## src/rtl/core/slr_pkg.sv

```systemverilog
package slr_pkg;

	localparam int CFG_IDX_W = 3;
	localparam int CFG_W     = 16;

	typedef enum logic [CFG_IDX_W-1:0] {
		CFG_STAGE1  = 3'd0,
		CFG_STAGE2  = 3'd1,
		CFG_STAGE3  = 3'd2,
		CFG_STAGE4  = 3'd3,
		CFG_OVERREV = 3'd4
	} cfg_idx_t;

	localparam logic [CFG_W-1:0] STAGE1_RESET    = 16'd5000;
	localparam logic [CFG_W-1:0] STAGE2_RESET    = 16'd6000;
	localparam logic [CFG_W-1:0] STAGE3_RESET    = 16'd6800;
	localparam logic [CFG_W-1:0] STAGE4_RESET    = 16'd7400;
	localparam logic [CFG_W-1:0] DEFAULT_OVERREV = 16'd7800;

	localparam int QUEUE_DEPTH = 2;

	typedef struct packed {
		logic [3:0][CFG_W-1:0] stage_thr;
		logic [CFG_W-1:0]      overrev;
	} cfg_t;

	typedef struct packed {
		logic [15:0] rpm;
		logic [5:0]  flags;
		logic [31:0] now_ms;
	} request_t;

	typedef struct packed {
		logic [3:0] led_index;
		logic [7:0] red;
		logic [7:0] green;
		logic [7:0] blue;
		logic       last;
	} result_t;

	typedef struct packed {
		logic [7:0] red;
		logic [7:0] green;
		logic [7:0] blue;
	} rgb_t;

	localparam rgb_t COL_OFF        = '{8'd0,   8'd0,   8'd0};
	localparam rgb_t COL_FLAG_RED   = '{8'd220, 8'd0,   8'd0};
	localparam rgb_t COL_YELLOW     = '{8'd180, 8'd140, 8'd0};
	localparam rgb_t COL_BLUE       = '{8'd0,   8'd50,  8'd220};
	localparam rgb_t COL_TC         = '{8'd200, 8'd90,  8'd0};
	localparam rgb_t COL_ABS        = '{8'd0,   8'd160, 8'd200};
	localparam rgb_t COL_BAR_GREEN  = '{8'd0,   8'd50,  8'd0};
	localparam rgb_t COL_BAR_YELLOW = '{8'd50,  8'd35,  8'd0};
	localparam rgb_t COL_BAR_RED    = '{8'd50,  8'd0,   8'd0};

	// one classified frame, handed from the front to the LED sequencer
	typedef struct packed {
		logic [2:0] stage;
		logic       pit;
		logic       pit_on;
		logic       red_hide;
		logic       flag_on;
		rgb_t       flag_rgb;
		logic       aid_on;
		rgb_t       aid_rgb;
	} frame_t;

endpackage

```

## src/rtl/core/slr_back.sv

```systemverilog
module slr_back import slr_pkg::*; #(
	parameter int STRIP_LEDS      = 12,
	parameter int BAR_LEDS        = 8,
	parameter int BAR_FIRST       = 2,
	parameter int FLAG_PAIR_FIRST = 0,
	parameter int AID_PAIR_FIRST  = 10
) (
	input  logic    clk,
	input  logic    arst_n,
	input  logic    frame_empty,
	input  frame_t  frame,
	output logic    frame_pop,
	output result_t result,
	output logic    empty,
	input  logic    pop
);

	localparam int IDX_W    = $clog2(STRIP_LEDS);
	localparam int LIT_W    = $clog2(BAR_LEDS + 1);
	localparam int SPAN     = (BAR_LEDS + 3) / 4;
	localparam int LIT1_RAW = SPAN;
	localparam int LIT2_RAW = BAR_LEDS / 4 + SPAN;
	localparam int LIT3_RAW = (2 * BAR_LEDS) / 4 + SPAN;
	localparam int LIT1     = (LIT1_RAW > BAR_LEDS) ? BAR_LEDS : LIT1_RAW;
	localparam int LIT2     = (LIT2_RAW > BAR_LEDS) ? BAR_LEDS : LIT2_RAW;
	localparam int LIT3     = (LIT3_RAW > BAR_LEDS) ? BAR_LEDS : LIT3_RAW;
	localparam int BAR_END  = BAR_FIRST + BAR_LEDS;
	localparam int YELLOW_FROM = 3;
	localparam int RED_FROM    = 5;

	logic             busy_q;
	logic [IDX_W-1:0] idx_q;
	frame_t           cur_q;
	result_t          res_q;
	logic             res_v_q;

	logic             advance;
	logic             last_led;
	logic             take;
	logic [IDX_W-1:0] bar_pos;
	logic             in_bar;
	logic [LIT_W-1:0] lit;
	rgb_t             rgb;

	assign advance   = !res_v_q || pop;
	assign last_led  = idx_q == IDX_W'(STRIP_LEDS - 1);
	assign take      = advance && (!busy_q || last_led) && !frame_empty;
	assign frame_pop = take;
	assign empty     = !res_v_q;
	assign result    = res_q;

	always_comb begin
		case (cur_q.stage)
			3'd1:    lit = LIT_W'(LIT1);
			3'd2:    lit = LIT_W'(LIT2);
			3'd3:    lit = LIT_W'(LIT3);
			3'd4:    lit = LIT_W'(BAR_LEDS);
			default: lit = '0;
		endcase

		in_bar  = (idx_q >= BAR_FIRST) && (idx_q < BAR_END);
		bar_pos = IDX_W'(idx_q - BAR_FIRST);
		rgb     = COL_OFF;

		if (in_bar) begin
			if (cur_q.pit) begin
				if (cur_q.pit_on) begin
					rgb = COL_YELLOW;
				end
			end else if (bar_pos < lit) begin
				if (bar_pos >= RED_FROM) begin
					if (!cur_q.red_hide) begin
						rgb = COL_BAR_RED;
					end
				end else if (bar_pos >= YELLOW_FROM) begin
					rgb = COL_BAR_YELLOW;
				end else begin
					rgb = COL_BAR_GREEN;
				end
			end
		end

		if (cur_q.flag_on && (idx_q == FLAG_PAIR_FIRST || idx_q == FLAG_PAIR_FIRST + 1)) begin
			rgb = cur_q.flag_rgb;
		end
		if (cur_q.aid_on && (idx_q == AID_PAIR_FIRST || idx_q == AID_PAIR_FIRST + 1)) begin
			rgb = cur_q.aid_rgb;
		end
	end

	always_ff @(posedge clk or negedge arst_n) begin
		if (!arst_n) begin
			busy_q  <= 1'b0;
			idx_q   <= '0;
			res_v_q <= 1'b0;
		end else if (advance) begin
			res_v_q <= busy_q;
			if (busy_q) begin
				idx_q <= idx_q + 1'b1;
				if (last_led) begin
					busy_q <= 1'b0;
				end
			end
			if (take) begin
				busy_q <= 1'b1;
				idx_q  <= '0;
			end
		end
	end

	always_ff @(posedge clk) begin
		if (take) begin
			cur_q <= frame;
		end
		if (advance && busy_q) begin
			res_q.led_index <= 4'(idx_q);
			res_q.red       <= rgb.red;
			res_q.green     <= rgb.green;
			res_q.blue      <= rgb.blue;
			res_q.last      <= last_led;
		end
	end

endmodule
```

## config.mk

```make
export PLATFORM = sky130hd
export DESIGN_NAME = slr_back
export DESIGN_NICKNAME = d
export VERILOG_FILES = /design/src/rtl/core/slr_pkg.sv /design/src/rtl/core/slr_back.sv
export SDC_FILE = /design/constraint.sdc
export NUM_CORES = 1
export LEC_CHECK = 0
export BUFFER_PORTS_ARGS = -buffer_cell sky130_fd_sc_hd__clkbuf_2
export CAP_MARGIN = 40
export CORE_ASPECT_RATIO = 0.75
export CORE_MARGIN = 3
export CORE_UTILIZATION = 52
export CTS_CLUSTER_DIAMETER = 200
export CTS_CLUSTER_SIZE = 30
export DETAILED_ROUTE_END_ITERATION = 6
export PLACE_DENSITY_LB_ADDON = 0.3
export SLEW_MARGIN = 15
export SYNTH_ARGS = -nofsm -noshare
export SYNTH_HDL_FRONTEND = slang
export SYNTH_SLANG_ARGS = --single-unit
```

## constraint.sdc

```tcl
create_clock -name clk -period 7.5 [get_ports clk]
set_input_delay 0.375 -clock clk [delete_from_list [all_inputs] [get_ports clk]]
set_output_delay 0.375 -clock clk [all_outputs]
set_load 0.01 [all_outputs]
```

==> reports/results.ini <==
[outcome]
status=completed

[cells_and_area]
mostFrequentLayoutCell=clkbuf_2
multi_input_area_um2=669
drive_above_1_share_pct=38.9
fillers=417
most-common-layout-cells=clkbuf_2 (90), edfxtp_1 (85), a22o_1 (14)
area_growth_pct=23.5
num-nets-final=365
ff_latch_area_um2=2700
final_cell_area_um2=4230
diodes=0

[cts]
cts_resized=0
numCtsBuffers=9
root_buffer=clkbuf_8
clk_path_buf_depth=2
post_cts_buffers=0
htreeDepth=3
clk_pin_slew_worst_paths_ns=0.09
cts.sinks=91
cts_tree=done
clkLatencyLatePin_ns=0.34

[global_route]
grt_util_met1_pct=24.9
grt_max_degree=36
grt.overflow.total=0
grt_pass1_vias=2038
use_met2_pct=27.4
top_usage_layer=met2
grt_usage_pct=18.1
use_met3_pct=5.49
grt_pass1_wl_um=10400
antenna_found_initial=0

[synthesis]
synth_xor_area_share_pct=0.256
synth-adder-area-share_pct=3.29
async_reset_ff_share_pct=6.59
synth_compound_area_share_pct=12.1
ys.flop_type=edfxtp_1
synth_edf_count=85
synth-simple-area-share_pct=3.51
synthCells=193
ys_types=34
synth.ff_latch_count=91
syn_avg_cell_area_um2=17.7
synth_top_family_by_area=compound AO/OA/AOI/OAI gates
syn_nets=262
synthMuxAreaShare_pct=0
seq_area_frac_synth_pct=78.9
synthesis.area_um2=3420
yosys_warnings=0

[floorplan]
fp.dieH_um=76.3
num_rows=24
initial_core_util_pct=56.2
die_w_um=99.7
dieArea_um2=7610
core_um2=6100
ios=91

[timing]
slew_headroom_pct=56.1
worstMarginPinSlew_ns=0.657
clock_skew_ns=0.00922
rsz0062_at_grt=no
final_hold_viol_count=0
fmax_mhz=322
layout_min_cycle_time_ns=3.11
finalCritPeriodShare_pct=41.4
slew_viol_final=0
layout_setup_ws_ns=4.39
tns_ns=0
setup_violations=0

[pwr]
ir_drop_mv=0.183
p_per_area_nw_per_um2=303
p_leak_nw=1.73

[critical_path]
crit_path_max_incr_delay_ns=0.65
rr_startpoint=idx_q[1]$_DFFE_PN0P_
timing.rr.end=result[14]$_DFFE_PP_
reg2regPathDepth=9
slowest_stage=a211oi_4
critPathCaptureType=output pin
crit_arrival_ns=2.73
regToRegSetupSlack_ns=4.51
crit_required_ns=7.12
critPathMaxFanout=35
critPathKind=reg -> out
critPathLaunchType=register
cp_cell_sequence=ha_1 > nand2_1 > a211oi_4 > buf_4 > clkbuf_2

[place]
pre_cts_ws_ns=4.57
placed_cell_area_um2=4010
gp_congestion=0.812
dp_hpwl_um=4620
numPortBuffers=90

[hold_path]
worstHoldEndpoint=cur_q[47]$_DFFE_PP_
hp-class=in -> reg
hold_path_depth=1
hold_path.startpoint=frame[47]

[job]
drv_cap=0

[routing]
drt_iter0_drc=66
drt-total-wl_um=6420
drt-pass1-iter-count=4
viasPerCell=5.32
ant_nets=0
drc=0
wl_per_cell_um=16.9
num_vias=2017

==> timing repair <==
action                     in CTS  in global routing
setup endpoints to repair       0                  0
hold buffers                    1                  0
hold endpoints to repair        6                  0
==> worst max-delay path by stage <==
stage | slack [ns] | cells past startpoint | from | to
floorplan | 1.71 | 3 | idx_q[1]$_DFFE_PN0P_ | cur_q[0]$_DFFE_PP_
finish | 4.39 | 5 | idx_q[1]$_DFFE_PN0P_ | frame_pop
detailed placement | 4.57 | 9 | idx_q[1]$_DFFE_PN0P_ | result[14]$_DFFE_PP_
global route | 4.20 | 5 | idx_q[1]$_DFFE_PN0P_ | frame_pop
CTS | 4.35 | 5 | idx_q[1]$_DFFE_PN0P_ | frame_pop
global placement | 4.54 | 5 | idx_q[1]$_DFFE_PN0P_ | frame_pop
==> synth_stat cells, drive strengths merged (2+ instances only) <==
cell    instances  share of area [%]
a211o           2               0.51
clkbuf          5               0.55
nor2            6               0.66
edfxtp         85                 75
a211oi          3               0.66
o22a            2               0.51
nor3            3               0.44
nand2           6               0.66
ha              9                3.3
a221o           7                2.0
a22o           14                3.6
dfrtp           6                4.4
o21ai           9                1.3
a21oi           4               0.69
nand2b          4               0.73
a21o            3               0.66
inv            10                1.1
==> worst max-delay path: cells and delay by family, from the launching register on <==
| family | cells | cell delay [ns] |
|---|---|---|
| and+or+nand+nor | 1 | 0.20 |
| DFF | 1 | 0.50 |
| AOI/OAI and AO/OA | 1 | 0.65 |
| buffers and inverters | 2 | 0.71 |
| adders and majority gates | 1 | 0.31 |
==> sequential cells by signal (all words and copies together), names as in the netlist <==
register  cells
busy_q        1
res_v_q       1
cur_q        56
result       29
idx_q         4
==> power breakdown <==
| group | internal (mW) | switching [mW] |
|---|---|---|
| combinational | 0.121 | 0.162 |
| clock | 0.157 | 0.165 |
| sequential | 0.635 | 0.0417 |
==> cells by family after synthesis <==
| group | count (synthesis) |
|---|---|
| adders and majority gates | 9 |
| DFF | 91 |
| AOI/OAI and AO/OA | 52 |
| buffers and inverters | 16 |
| xor gates and xnor gates | 1 |
| and+or+nand+nor | 24 |
==> cell type report <==
type	count	share of cell area (%)
Clock buffer	10	3.02
Sequential cell	91	63.9
Inverter	10	0.888
Multi-Input combinational cell	86	15.8
Timing Repair Buffer	98	12.3
Clock inverter	6	1.69
Tap cell	78	2.31
==> metrics by stage <==
stage / instances / hold slack [ns] / total power, mW / utilization, %
3_3_place_gp: 357 / 0.213 / 0.952 / 65.2
6_report: 379 / 0.202 / 1.28 / 69.4
2_1_floorplan: 193 / 0.0794 / 0.860 / -
5_1_grt: 379 / 0.175 / 1.36 / 69.4
4_1_cts: 378 / 0.184 / 1.29 / 69.2
3_5_place_dp: 361 / 0.207 / 0.969 / 65.7
==> routing by layer <==
layer,vias up,share of wire (%)
met1,919,44
met5,-,0
li1,982,-
met2,107,46
met3,9,9.5
met4,0,1.5
Note: power is estimated with default switching activity, not from simulation.
