`src/rtl/core/slr_pkg.sv`:
```
package slr_pkg;

	localparam int CFG_IDX_W = 3;
	localparam int CFG_W     = 16;

	typedef enum logic [CFG_IDX_W-1:0] {
		CFG_STAGE1  = 3'd0,
		CFG_STAGE2  = 3'd1,
		CFG_STAGE3  = 3'd2,
		CFG_STAGE4  = 3'd3,
		CFG_OVERREV = 3'd4
	} cfg_idx_t;

	localparam logic [CFG_W-1:0] STAGE1_RESET    = 16'd5000;
	localparam logic [CFG_W-1:0] STAGE2_RESET    = 16'd6000;
	localparam logic [CFG_W-1:0] STAGE3_RESET    = 16'd6800;
	localparam logic [CFG_W-1:0] STAGE4_RESET    = 16'd7400;
	localparam logic [CFG_W-1:0] DEFAULT_OVERREV = 16'd7800;

	localparam int QUEUE_DEPTH = 2;

	typedef struct packed {
		logic [3:0][CFG_W-1:0] stage_thr;
		logic [CFG_W-1:0]      overrev;
	} cfg_t;

	typedef struct packed {
		logic [15:0] rpm;
		logic [5:0]  flags;
		logic [31:0] now_ms;
	} request_t;

	typedef struct packed {
		logic [3:0] led_index;
		logic [7:0] red;
		logic [7:0] green;
		logic [7:0] blue;
		logic       last;
	} result_t;

	typedef struct packed {
		logic [7:0] red;
		logic [7:0] green;
		logic [7:0] blue;
	} rgb_t;

	localparam rgb_t COL_OFF        = '{8'd0,   8'd0,   8'd0};
	localparam rgb_t COL_FLAG_RED   = '{8'd220, 8'd0,   8'd0};
	localparam rgb_t COL_YELLOW     = '{8'd180, 8'd140, 8'd0};
	localparam rgb_t COL_BLUE       = '{8'd0,   8'd50,  8'd220};
	localparam rgb_t COL_TC         = '{8'd200, 8'd90,  8'd0};
	localparam rgb_t COL_ABS        = '{8'd0,   8'd160, 8'd200};
	localparam rgb_t COL_BAR_GREEN  = '{8'd0,   8'd50,  8'd0};
	localparam rgb_t COL_BAR_YELLOW = '{8'd50,  8'd35,  8'd0};
	localparam rgb_t COL_BAR_RED    = '{8'd50,  8'd0,   8'd0};

	// one classified frame, handed from the front to the LED sequencer
	typedef struct packed {
		logic [2:0] stage;
		logic       pit;
		logic       pit_on;
		logic       red_hide;
		logic       flag_on;
		rgb_t       flag_rgb;
		logic       aid_on;
		rgb_t       aid_rgb;
	} frame_t;

endpackage

```
`src/rtl/core/slr_queue.sv`:
```
module slr_queue import slr_pkg::*; (
	input  logic   clk,
	input  logic   arst_n,
	input  logic   push,
	input  frame_t din,
	output logic   full,
	input  logic   pop,
	output frame_t dout,
	output logic   empty
);

	localparam int PTR_W = (QUEUE_DEPTH > 1) ? $clog2(QUEUE_DEPTH) : 1;
	localparam int CNT_W = $clog2(QUEUE_DEPTH + 1);

	frame_t             mem_q [QUEUE_DEPTH];
	logic [PTR_W-1:0]   wr_ptr_q;
	logic [PTR_W-1:0]   rd_ptr_q;
	logic [CNT_W-1:0]   count_q;
	logic               do_push;
	logic               do_pop;

	assign full    = count_q == CNT_W'(QUEUE_DEPTH);
	assign empty   = count_q == '0;
	assign do_push = push && !full;
	assign do_pop  = pop && !empty;
	assign dout    = mem_q[rd_ptr_q];

	always_ff @(posedge clk or negedge arst_n) begin
		if (!arst_n) begin
			wr_ptr_q <= '0;
			rd_ptr_q <= '0;
			count_q  <= '0;
		end else begin
			if (do_push) begin
				wr_ptr_q <= (wr_ptr_q == PTR_W'(QUEUE_DEPTH - 1)) ? '0 : wr_ptr_q + 1'b1;
			end
			if (do_pop) begin
				rd_ptr_q <= (rd_ptr_q == PTR_W'(QUEUE_DEPTH - 1)) ? '0 : rd_ptr_q + 1'b1;
			end
			if (do_push && !do_pop) begin
				count_q <= count_q + 1'b1;
			end else if (do_pop && !do_push) begin
				count_q <= count_q - 1'b1;
			end
		end
	end

	always_ff @(posedge clk) begin
		if (do_push) begin
			mem_q[wr_ptr_q] <= din;
		end
	end

endmodule

```
`config.mk`:
```
export PLATFORM = sky130hd
export DESIGN_NAME = slr_queue
export DESIGN_NICKNAME = d
export VERILOG_FILES = /design/src/rtl/core/slr_pkg.sv /design/src/rtl/core/slr_queue.sv
export SDC_FILE = /design/constraint.sdc
export NUM_CORES = 1
export LEC_CHECK = 0
export ABC_CLOCK_PERIOD_IN_PS = 3500
export BUFFER_PORTS_ARGS = -buffer_cell sky130_fd_sc_hd__buf_2
export CORE_MARGIN = 3
export CORE_UTILIZATION = 45
export DETAILED_ROUTE_END_ITERATION = 10
export PLACE_DENSITY = 0.75
export SETUP_SLACK_MARGIN = 0.4
export SLEW_MARGIN = 20
export SYNTH_ARGS = -nofsm -noshare
export SYNTH_HDL_FRONTEND = slang
export SYNTH_SLANG_ARGS = --single-unit
```
`constraint.sdc`:
```
create_clock -name clk -period 3.5 [get_ports clk]
set_input_delay 0.175 -clock clk [delete_from_list [all_inputs] [get_ports clk]]
set_output_delay 0.175 -clock clk [all_outputs]
set_load 0.05 [all_outputs]
```
==> flow_summary.yaml, run 1 <==
run_status:
  status: "completed"
layout:
  fillers: 647
  drive_above_1_share: 0.519
  antenna_cells: 0
  final_cells: 526
  area_growth_syn_to_layout_pct: 43.4
  nets: 446
power:
  vdd_drop_max_mv: 0.561
  leakage_nw: 2.49
  powerDensity_nw_per_um2: 962
worst_setup_path:
  critPathMaxFanout: 57
  critPathRequiredTime_ps: 3320
  arrival_ps: 2210
  r2r_start: "count_q[0]$_DFFE_PN0P_"
  r2r_setup_slack_ps: 1640
  reg2reg_depth: 3
  critPathKind: "reg2out"
  timing.rr.end: "mem_q[1][49]$_DFFE_PP_"
  cp-start-kind: "register"
  end_kind: "primary output"
hold_path:
  min_from: "push"
  whs_endpoint: "wr_ptr_q$_DFFE_PN0P_"
  hold_depth: 3
  hold_class: "in2reg"
routing:
  drtIter0Drc: 74
  postRouteWirelength_um: 7910
  drc_errors: 0
  wl_per_cell_um: 15.0
  drt_pass1_iterations: 4
  vias: 2403
  ant_nets: 0
  avgViaCountPerCell: 4.57
timing:
  worst_pin_slew_ps: 938
  timing.final.crit_share: 0.681
  slew_viol_final: 0
  rsz0062_at_grt: "no"
  clock_skew_ps: 7.60
  slew_headroom: 0.375
  fin_tns_setup_ps: 0
  hold_slack_ps: 97.4
  hold_violations: 0
  setup_violations: 0
  fmax_mhz: 420
  min_period_ps: 2380
clocking:
  cts_tree: "done"
  ctsResizeCount: 0
  cts-htree-levels: 4
  root_buffer: "clkbuf_8"
  worstSkewPairLatency_ps: 500
  clock_sinks: 116
  numCtsBuffers: 17
  post_cts_buffers: 0
  max-clock-path-buffers: 2
  clk_pin_slew_ps: 50
synthesis:
  synth_largest_area_cell: "edfxtp_1"
  yosysTopAreaCellShare: 0.772
  synth-seq-area-share: 0.795
  synth_fp_nets: 254
  synth_area_leaders: "edfxtp_1 77%, mux2_4 10%, mux2_2 6.7%"
  synth_cell_types: 15
  netlist_area_um2: 4360
  netlist_instances: 193
  avgSynthCellArea_um2: 22.6
  synth_warnings: 0
  ys_ff_latch: 116
global_routing:
  grt_usage: 0.151
  overflow: 0
  grt_pass1_wl_um: 12800
  antenna_found_initial: 0
  grt_pass1_vias: 2613
  grt_max_degree: 58
die:
  die_x_um: 104
  start_util: 0.467
  dieArea_um2: 10900
  io_pins: 118
  coreArea_um2: 9330
  dieHeight_um: 104
  rows: 35
place:
  gp_congestion: 0.675
  dp.final_hpwl_um: 4700
  place_inst: 436
  io_buffers: 117
flow_run:
  cap_violations: 0
-- worst max-delay path, stage by stage, from the launching register on --
cell and delay (ps):
dfrtp_4 1020, mux2_2 420, buf_2 210
-- per-layer routing --
layer / GRT usage / part of all wire
met1: 0.169 / 0.39
met2: 0.263 / 0.53
met3: 0.0552 / 0.064
met4: 0.0541 / 0.015
met5: 0 / 0
-- cell type report --
| class | instances | area, um2 | area share |
|---|---|---|---|
| clock inverters | 11 | 136 | 0.0218 |
| repair buffers | 179 | 1210 | 0.194 |
| inverters | 2 | 7.51 | 0.00120 |
| clock buffers | 20 | 425 | 0.0681 |
| flip-flops and latches | 116 | 3470 | 0.555 |
| multi-input cells | 69 | 841 | 0.135 |
| well taps | 129 | 161 | 0.0258 |
-- layout by cell type (no fill, tap or decap) --
cell type        n
and3_2           1
bufinv_16        3
nor2_1           2
clkinvlp_4       3
xnor2_1          3
buf_2          117
clkbuf_16       16
nor2_4           1
ha_1             1
buf_4            2
dfrtp_1          3
nand2_1          1
buf_12           1
clkinv_2         4
xor2_1           2
dfrtp_4          1
nand2b_1         1
mux2_4          30
edfxtp_1       112
clkbuf_8         1
dlygate4sd3_1   59
clkbuf_1         3
inv_1            2
o21ai_0          1
clkinv_1         1
mux2_2          26
-- per-stage QoR --
| stage | utilization | setup slack [ps] | instance area [um2] | total power [mW] |
|---|---|---|---|---|
| 2_1_floorplan | - | 974 | 4360 | 3.95 |
| 3_3_place_gp | 0.546 | 1620 | 5100 | 4.35 |
| 3_5_place_dp | 0.546 | 1590 | 5100 | 4.39 |
| 4_1_cts | 0.669 | 1080 | 6240 | 6.07 |
| 5_1_grt | 0.670 | 1030 | 6250 | 6.24 |
| 6_report | 0.670 | 1120 | 6250 | 6.01 |
-- cell families after synthesis --
| logic type | synth area share |
|---|---|
| adders and majority gates | 0.00287 |
| xor gates and xnor gates | 0.0101 |
| buffers and inverters | 0.0144 |
| muxes | 0.171 |
| and+or+nand+nor | 0.00632 |
| AOI/OAI and AO/OA | 0.00115 |
| DFF | 0.795 |
-- state kept, by name, indices dropped and copies added, names as in the netlist --
signal / cells
count_q: 2
mem_q: 112
rd_ptr_q: 1
wr_ptr_q: 1
-- what timing repair did --
action | in CTS | in global routing
endpoints found under the setup margin | 0 | 0
hold endpoints to repair | 116 | 1
hold buffers | 58 | 1
-- worst max-delay path by stage --
stage / cells after the start / slack, ps / startpoint / endpoint
2_1_floorplan: 3 / 970 / count_q[0]$_DFFE_PN0P_ / mem_q[0][0]$_DFFE_PP_
3_3_place_gp: 2 / 1620 / rd_ptr_q$_DFFE_PN0P_ / dout[47]
3_5_place_dp: 3 / 1590 / count_q[0]$_DFFE_PN0P_ / mem_q[1][34]$_DFFE_PP_
4_1_cts: 2 / 1080 / rd_ptr_q$_DFFE_PN0P_ / dout[47]
5_1_grt: 2 / 1030 / rd_ptr_q$_DFFE_PN0P_ / dout[44]
6_report: 2 / 1120 / rd_ptr_q$_DFFE_PN0P_ / dout[33]
-- power breakdown --
group	total [mW]	leakage (nW)	switching, mW	internal (mW)
clock	1.62	0.268	0.551	1.07
combinational	2.24	1.13	1.50	0.745
sequential	2.15	1.09	0.244	1.90
total	6.01	2.49	2.30	3.72
-- cell usage after synthesis --
cell	count
edfxtp_1	112
nor2_1	3
o21ai_0	1
dfrtp_1	4
inv_1	2
ha_1	1
mux2_4	30
xnor2_1	3
xor2_1	2
nand2_1	1
buf_6	4
buf_2	2
mux2_2	26
and3_1	1
nand2b_1	1
No activity file was read; power rests on OpenSTA's default activity.
==> run 2, diff against run 1 <==
--- a/config.mk
+++ b/config.mk
@@ -5,12 +5,12 @@
 export SDC_FILE = /design/constraint.sdc
 export NUM_CORES = 1
 export LEC_CHECK = 0
-export ABC_CLOCK_PERIOD_IN_PS = 3500
+export ABC_CLOCK_PERIOD_IN_PS = 2200
 export BUFFER_PORTS_ARGS = -buffer_cell sky130_fd_sc_hd__buf_2
 export CORE_MARGIN = 3
 export CORE_UTILIZATION = 45
 export DETAILED_ROUTE_END_ITERATION = 10
-export PLACE_DENSITY = 0.75
+export PLACE_DENSITY = 0.72
 export SETUP_SLACK_MARGIN = 0.4
 export SLEW_MARGIN = 20
 export SYNTH_ARGS = -nofsm -noshare
==> constraint.sdc (replaced) <==
create_clock -name clk -period 2.2 [get_ports clk]
set_input_delay 0.11 -clock clk [delete_from_list [all_inputs] [get_ports clk]]
set_output_delay 0.11 -clock clk [all_outputs]
set_load 0.05 [all_outputs]
==> flow_summary.yaml, run 2 (synthesized netlist as in run 1, its figures left out) <==
layout:
  final_cell_mix: "112 x edfxtp_1, 88 x buf_2, 60 x dlygate4sd3_1, 30 x mux2_4, 30 x buf_4"
  area_growth_syn_to_layout_pct: 48.1
  top_regs: "mem_q x112, count_q x2"
  antenna_cells: 0
  largest_register_ffs: 112
  nets: 456
  final_common_cell: "edfxtp_1"
  regMostFlops: "mem_q"
  drive_above_1_share: 0.531
hold_path:
  hold_class: "in2reg"
timing:
  worst_pin_slew_ps: 457
  slew_headroom: 0.695
  timing.final.crit_share: 0.854
  slew_viol_final: 0
  clock_skew_ps: 12.7
  fmax_mhz: 532
  min_period_ps: 1880
  setup_violations: 0
  hold_violations: 0
  fin_ws_ps: 321
  rsz0062_at_grt: "yes"
  fin_tns_setup_ps: 0
worst_setup_path:
  critPathRequiredTime_ps: 2090
  reg2reg_depth: 3
  r2r_setup_slack_ps: 600
  crit_start: "rd_ptr_q$_DFFE_PN0P_"
  timing.rr.end: "mem_q[1][3]$_DFFE_PP_"
  critPathMostFrequentCell: "buf_6"
  critPathKind: "reg2out"
  slowest_delay_ps: 560
  end_kind: "primary output"
  cp_cell_sequence: "buf_6 -> buf_4 -> mux2_2 -> buf_6"
  critPathSlowestCell: "dfrtp_4"
  cp-start-kind: "register"
  arrival_ps: 1770
  critical_path.endpoint: "dout[40]"
  r2r_start: "count_q[0]$_DFFE_PN0P_"
  critPathMaxFanout: 7
die:
  start_util: 0.467
  coreArea_um2: 9330
  die_x_um: 104
  dieArea_um2: 10900
  io_pins: 118
  dieHeight_um: 104
  rows: 35
clocking:
  max-clock-path-buffers: 2
  numCtsBuffers: 17
  cts_tree: "done"
  cts-htree-levels: 4
  root_buffer: "clkbuf_8"
  worstSkewPairLatency_ps: 490
  clock_sinks: 116
  clk_pin_slew_ps: 50
place:
  gp_congestion: 0.700
  dp.final_hpwl_um: 4960
  pre_cts_ws_ps: 587
  io_buffers: 117
global_routing:
  antenna_found_initial: 0
  grt_pass1_vias: 2744
  grt_max_degree: 34
  overflow: 0
  grt_usage: 0.164
  grt_pass1_wl_um: 13700
routing:
  ant_nets: 0
  drc_errors: 0
  wl_per_cell_um: 15.7
  drtIter0Drc: 90
  drt_pass1_iterations: 4
  avgViaCountPerCell: 4.63
  postRouteWirelength_um: 8400
  vias: 2480
flow_run:
  cap_violations: 0
power:
  powerDensity_nw_per_um2: 1530
  vdd_drop_max_mv: 1.14
  p_total_mw: 9.89
  leakage_nw: 2.59
run_status:
  status: "completed"
[run 2: cell types whose count changed in the layout (fill, tap and decap cells not counted), moves of 2 or more]
cell	delta
buf_4	+28
buf_8	+2
buf_6	+7
buf_2	-29
clkinvlp_4	-2
clkinv_4	+2
[run 2: critical path, delay by kind of cell, from the launching register on]
kind     cells  cell delay, ps
flops        1             560
mux          1             280
buf+inv      3             440
[run 2: power breakdown]
group	leakage, nW	total [mW]	switching (mW)	internal, mW
logic	1.24	4.21	2.68	1.52
registers	1.09	3.23	0.191	3.03
clock network	0.263	2.46	0.875	1.59
[run 2: metrics by stage]
stage / hold WS [ps] / cells / cell area (um2) / util
final: 342 / 536 / 6450 / 0.692
after floorplan: -186 / 193 / 4380 / -
after detailed placement: -77.8 / 439 / 5130 / 0.551
after global placement: -79.8 / 439 / 5130 / 0.551
after CTS: 322 / 536 / 6440 / 0.691
after global routing: 316 / 536 / 6450 / 0.692
[run 2: area by class of cell]
type,count,area [um2]
clock buffers,20,425
flip-flops and latches,116,3470
repair buffers,189,1420
well taps,129,161
multi-input cells,69,856
clock inverters,11,113
fillers,614,2880
inverters,2,7.51
[run 2: what timing repair did]
item	CTS	global route
resized for setup	39	2
hold endpoints to repair	118	0
cloned	1	0
hold buffers	60	0
setup buffers	5	0
endpoints found under the setup margin	56	56
[run 2: metal layers]
metal | vias up | routed length, um | GRT usage
met1 | 1219 | 3440 | 0.188
met2 | 92 | 4430 | 0.290
met5 | - | 0 | 0
met3 | 5 | 496 | 0.0565
li1 | 1164 | - | -
met4 | 0 | 34 | 0.0456
[run 2: worst min-delay path by stage]
stage | startpoint | to | slack, ps | depth (start not counted)
2_1_floorplan | arst_n | count_q[0]$_DFFE_PN0P_ | -190 | 0
3_3_place_gp | arst_n | count_q[0]$_DFFE_PN0P_ | -80 | 1
3_5_place_dp | arst_n | count_q[1]$_DFFE_PN0P_ | -80 | 1
4_1_cts | din[26] | mem_q[1][26]$_DFFE_PP_ | 320 | 2
5_1_grt | din[29] | mem_q[1][29]$_DFFE_PP_ | 320 | 2
6_report | din[29] | mem_q[1][29]$_DFFE_PP_ | 340 | 2
==> run 3, diff against run 2 <==
--- a/config.mk
+++ b/config.mk
@@ -5,12 +5,13 @@
 export SDC_FILE = /design/constraint.sdc
 export NUM_CORES = 1
 export LEC_CHECK = 0
+export ABC_AREA = 1
 export ABC_CLOCK_PERIOD_IN_PS = 2200
-export BUFFER_PORTS_ARGS = -buffer_cell sky130_fd_sc_hd__buf_2
 export CORE_MARGIN = 3
 export CORE_UTILIZATION = 45
 export DETAILED_ROUTE_END_ITERATION = 10
-export PLACE_DENSITY = 0.72
+export DONT_BUFFER_PORTS = 1
+export PLACE_DENSITY = 0.62
 export SETUP_SLACK_MARGIN = 0.4
 export SLEW_MARGIN = 20
 export SYNTH_ARGS = -nofsm -noshare
==> flow_summary.yaml, run 3 <==
layout:
  nets: 519
  final_common_cell: "nand2_1"
  drive_above_1_share: 0.221
  area_growth_syn_to_layout_pct: 60.4
  largest_register_ffs: 112
  fillers: 606
  regMostFlops: "mem_q"
  antenna_cells: 0
  final_cell_mix: "173 x nand2_1, 112 x edfxtp_1, 60 x dlygate4sd3_1, 60 x buf_12, 17 x clkbuf_16"
  top_regs: "mem_q x112, count_q x2"
synthesis:
  synth-edff-count: 112
  synth_largest_area_cell: "edfxtp_1"
  synth_fp_nets: 385
  synthArstFlopShare: 0.0345
  ys_ff_latch: 116
  synth_cell_types: 14
  synth_warnings: 0
  ys.flop_type: "edfxtp_1"
  netlist_area_um2: 4300
  synth_area_leaders: "edfxtp_1 78%, nand2_1 15%, dfrtp_1 2.3%"
  avgSynthCellArea_um2: 13.3
  ys_top_cells_by_count: "177 x nand2_1, 112 x edfxtp_1, 7 x buf_2, 7 x inv_1, 5 x buf_4"
  netlist_instances: 324
  synth-seq-area-share: 0.806
  yosysTopAreaCellShare: 0.783
  synth.most_common_cell: "nand2_1"
worst_setup_path:
  slowest_delay_ps: 490
  cp-start-kind: "register"
  critPathMaxFanout: 9
  critPathKind: "reg2out"
  critPathRequiredTime_ps: 2090
  end_kind: "primary output"
  arrival_ps: 1600
  cp_cell_sequence: "clkinv_8 -> buf_4 -> nand2_1 -> nand2_1 -> buf_12"
  critPathMostFrequentCell: "nand2_1"
  critPathSlowestCell: "dfrtp_2"
global_routing:
  grt_pass1_wl_um: 14900
  grt_pass1_vias: 2931
  use_met3: 0.0654
  use_met1: 0.222
  grt_max_degree: 58
  grt_usage: 0.180
  grt_busiest_layer: "met2"
  gr-usage-met2: 0.288
  antenna_found_initial: 0
  overflow: 0
routing:
  ant_nets: 0
  postRouteWirelength_um: 9410
  avgViaCountPerCell: 4.71
  vias: 2827
  drt_pass1_iterations: 4
  wl_per_cell_um: 15.7
  drc_errors: 0
  drtIter0Drc: 132
power:
  p_total_mw: 12.1
  powerDensity_nw_per_um2: 1760
  leakage_nw: 2.79
  internal-power_mw: 7.43
  switchingPower_mw: 4.69
  vdd_drop_max_mv: 1.15
  seqPwrFrac: 0.263
  combPwrFrac: 0.512
  p_sw_frac: 0.387
  pwr-share-clk: 0.225
clocking:
  worstSkewPairLatency_ps: 490
  cts_tree: "done"
  numCtsBuffers: 17
  cts-htree-levels: 4
  clk_pin_slew_ps: 60
  root_buffer: "clkbuf_8"
  max-clock-path-buffers: 2
  clock_sinks: 116
die:
  die_x_um: 104
  start_util: 0.465
  coreArea_um2: 9240
  io_pins: 118
  dieHeight_um: 104
  rows: 35
  dieArea_um2: 10800
timing:
  slew_headroom: 0.676
  min_period_ps: 1710
  timing.final.crit_share: 0.777
  slew_viol_final: 0
  clock_skew_ps: 6.60
  worst_pin_slew_ps: 481
  rsz0062_at_grt: "no"
  fmax_mhz: 585
  fin_tns_setup_ps: 0
  setup_violations: 0
  hold_violations: 0
place:
  gp_congestion: 0.720
  io_buffers: 0
  dp.final_hpwl_um: 5160
run_status:
  status: "completed"
hold_path:
  hold_class: "in2reg"
flow_run:
  cap_violations: 0
-- run 3: changes by cell type in the layout (fill, tap and decap cells not counted), sizes merged, moves of 2 or more --
cell    delta
mux2      -56
xor2       -2
nand2    +176
clkinv     -2
buf       -63
xnor2      -2
clkbuf     +2
inv        +5
bufinv     +2
-- run 3: layout make-up --
cell class | count | area (um2) | share of cell area
clock inverters | 11 | 158 | 0.0229
inverters | 8 | 46.3 | 0.00672
repair buffers | 127 | 1870 | 0.272
flip-flops and latches | 116 | 3470 | 0.503
well taps | 129 | 161 | 0.0234
clock buffers | 21 | 429 | 0.0623
multi-input cells | 188 | 757 | 0.110
-- run 3: per-layer routing --
layer	wire (um)	up-vias	part of all wire
met3	747	19	0.079
met2	4660	144	0.50
met4	162	0	0.017
li1	-	1357	-
met1	3840	1307	0.41
met5	0	-	0
-- run 3: per-stage QoR --
step / setup slack [ps] / std cells / hold slack [ps] / cell area (um2) / util
2_1_floorplan: 104 / 324 / -186 / 4320 / -
3_3_place_gp: 663 / 504 / -185 / 5620 / 0.608
3_5_place_dp: 588 / 504 / -186 / 5620 / 0.608
4_1_cts: 419 / 596 / 236 / 6830 / 0.739
5_1_grt: 395 / 600 / 249 / 6890 / 0.746
6_report: 491 / 600 / 273 / 6890 / 0.746
-- run 3: path summary, 6_finish.rpt --
path | startpoint | to | slack (ps) | depth (start not counted)
worst min-delay path | din[18] | mem_q[0][18]$_DFFE_PP_ | 270 | 1
worst min register to register | wr_ptr_q$_DFFE_PN0P_ | wr_ptr_q$_DFFE_PN0P_ | 560 | 2
worst max-delay path | rd_ptr_q$_DFFE_PN0P_ | dout[20] | 490 | 5
worst max register to register | count_q[1]$_DFFE_PN0P_ | mem_q[0][21]$_DFFE_PP_ | 530 | 6
max in group asynchronous | arst_n | rd_ptr_q$_DFFE_PN0P_ | 1550 | 2
min in group asynchronous | arst_n | count_q[1]$_DFFE_PN0P_ | 450 | 2
-- run 3: kinds of logic after synthesis --
logic type,after synthesis,synth area share
fa+ha+maj,1,0.00291
compound gates,2,0.00233
flops,116,0.806
xor+xnor,1,0.00204
simple gates,184,0.163
buf+inv,20,0.0239
-- run 3: what timing repair did --
| item | CTS | global route |
|---|---|---|
| endpoints found under the setup margin | 56 | 26 |
| gates cloned | 0 | 1 |
| resized for setup | 6 | 4 |
| endpoints found under the hold margin | 119 | 0 |
| hold buffers | 60 | 0 |
| setup buffers | 0 | 3 |
-- run 3: critical path: cells and delay by family, from the launching register on --
family | cells | cell delay [ps]
DFF | 1 | 490
and+or+nand+nor | 2 | 170
buffers and inverters | 3 | 460
-- run 3: power groups by stage --
| stage | logic [mW] | clock network, mW | registers [mW] |
|---|---|---|---|
| after floorplan | 3.11 | 0 | 3.18 |
| after global placement | 5.92 | 0 | 3.17 |
| after detailed placement | 5.97 | 0 | 3.20 |
| after CTS | 6.11 | 2.76 | 3.17 |
| after global routing | 6.49 | 2.87 | 3.23 |
| final | 6.20 | 2.72 | 3.19 |
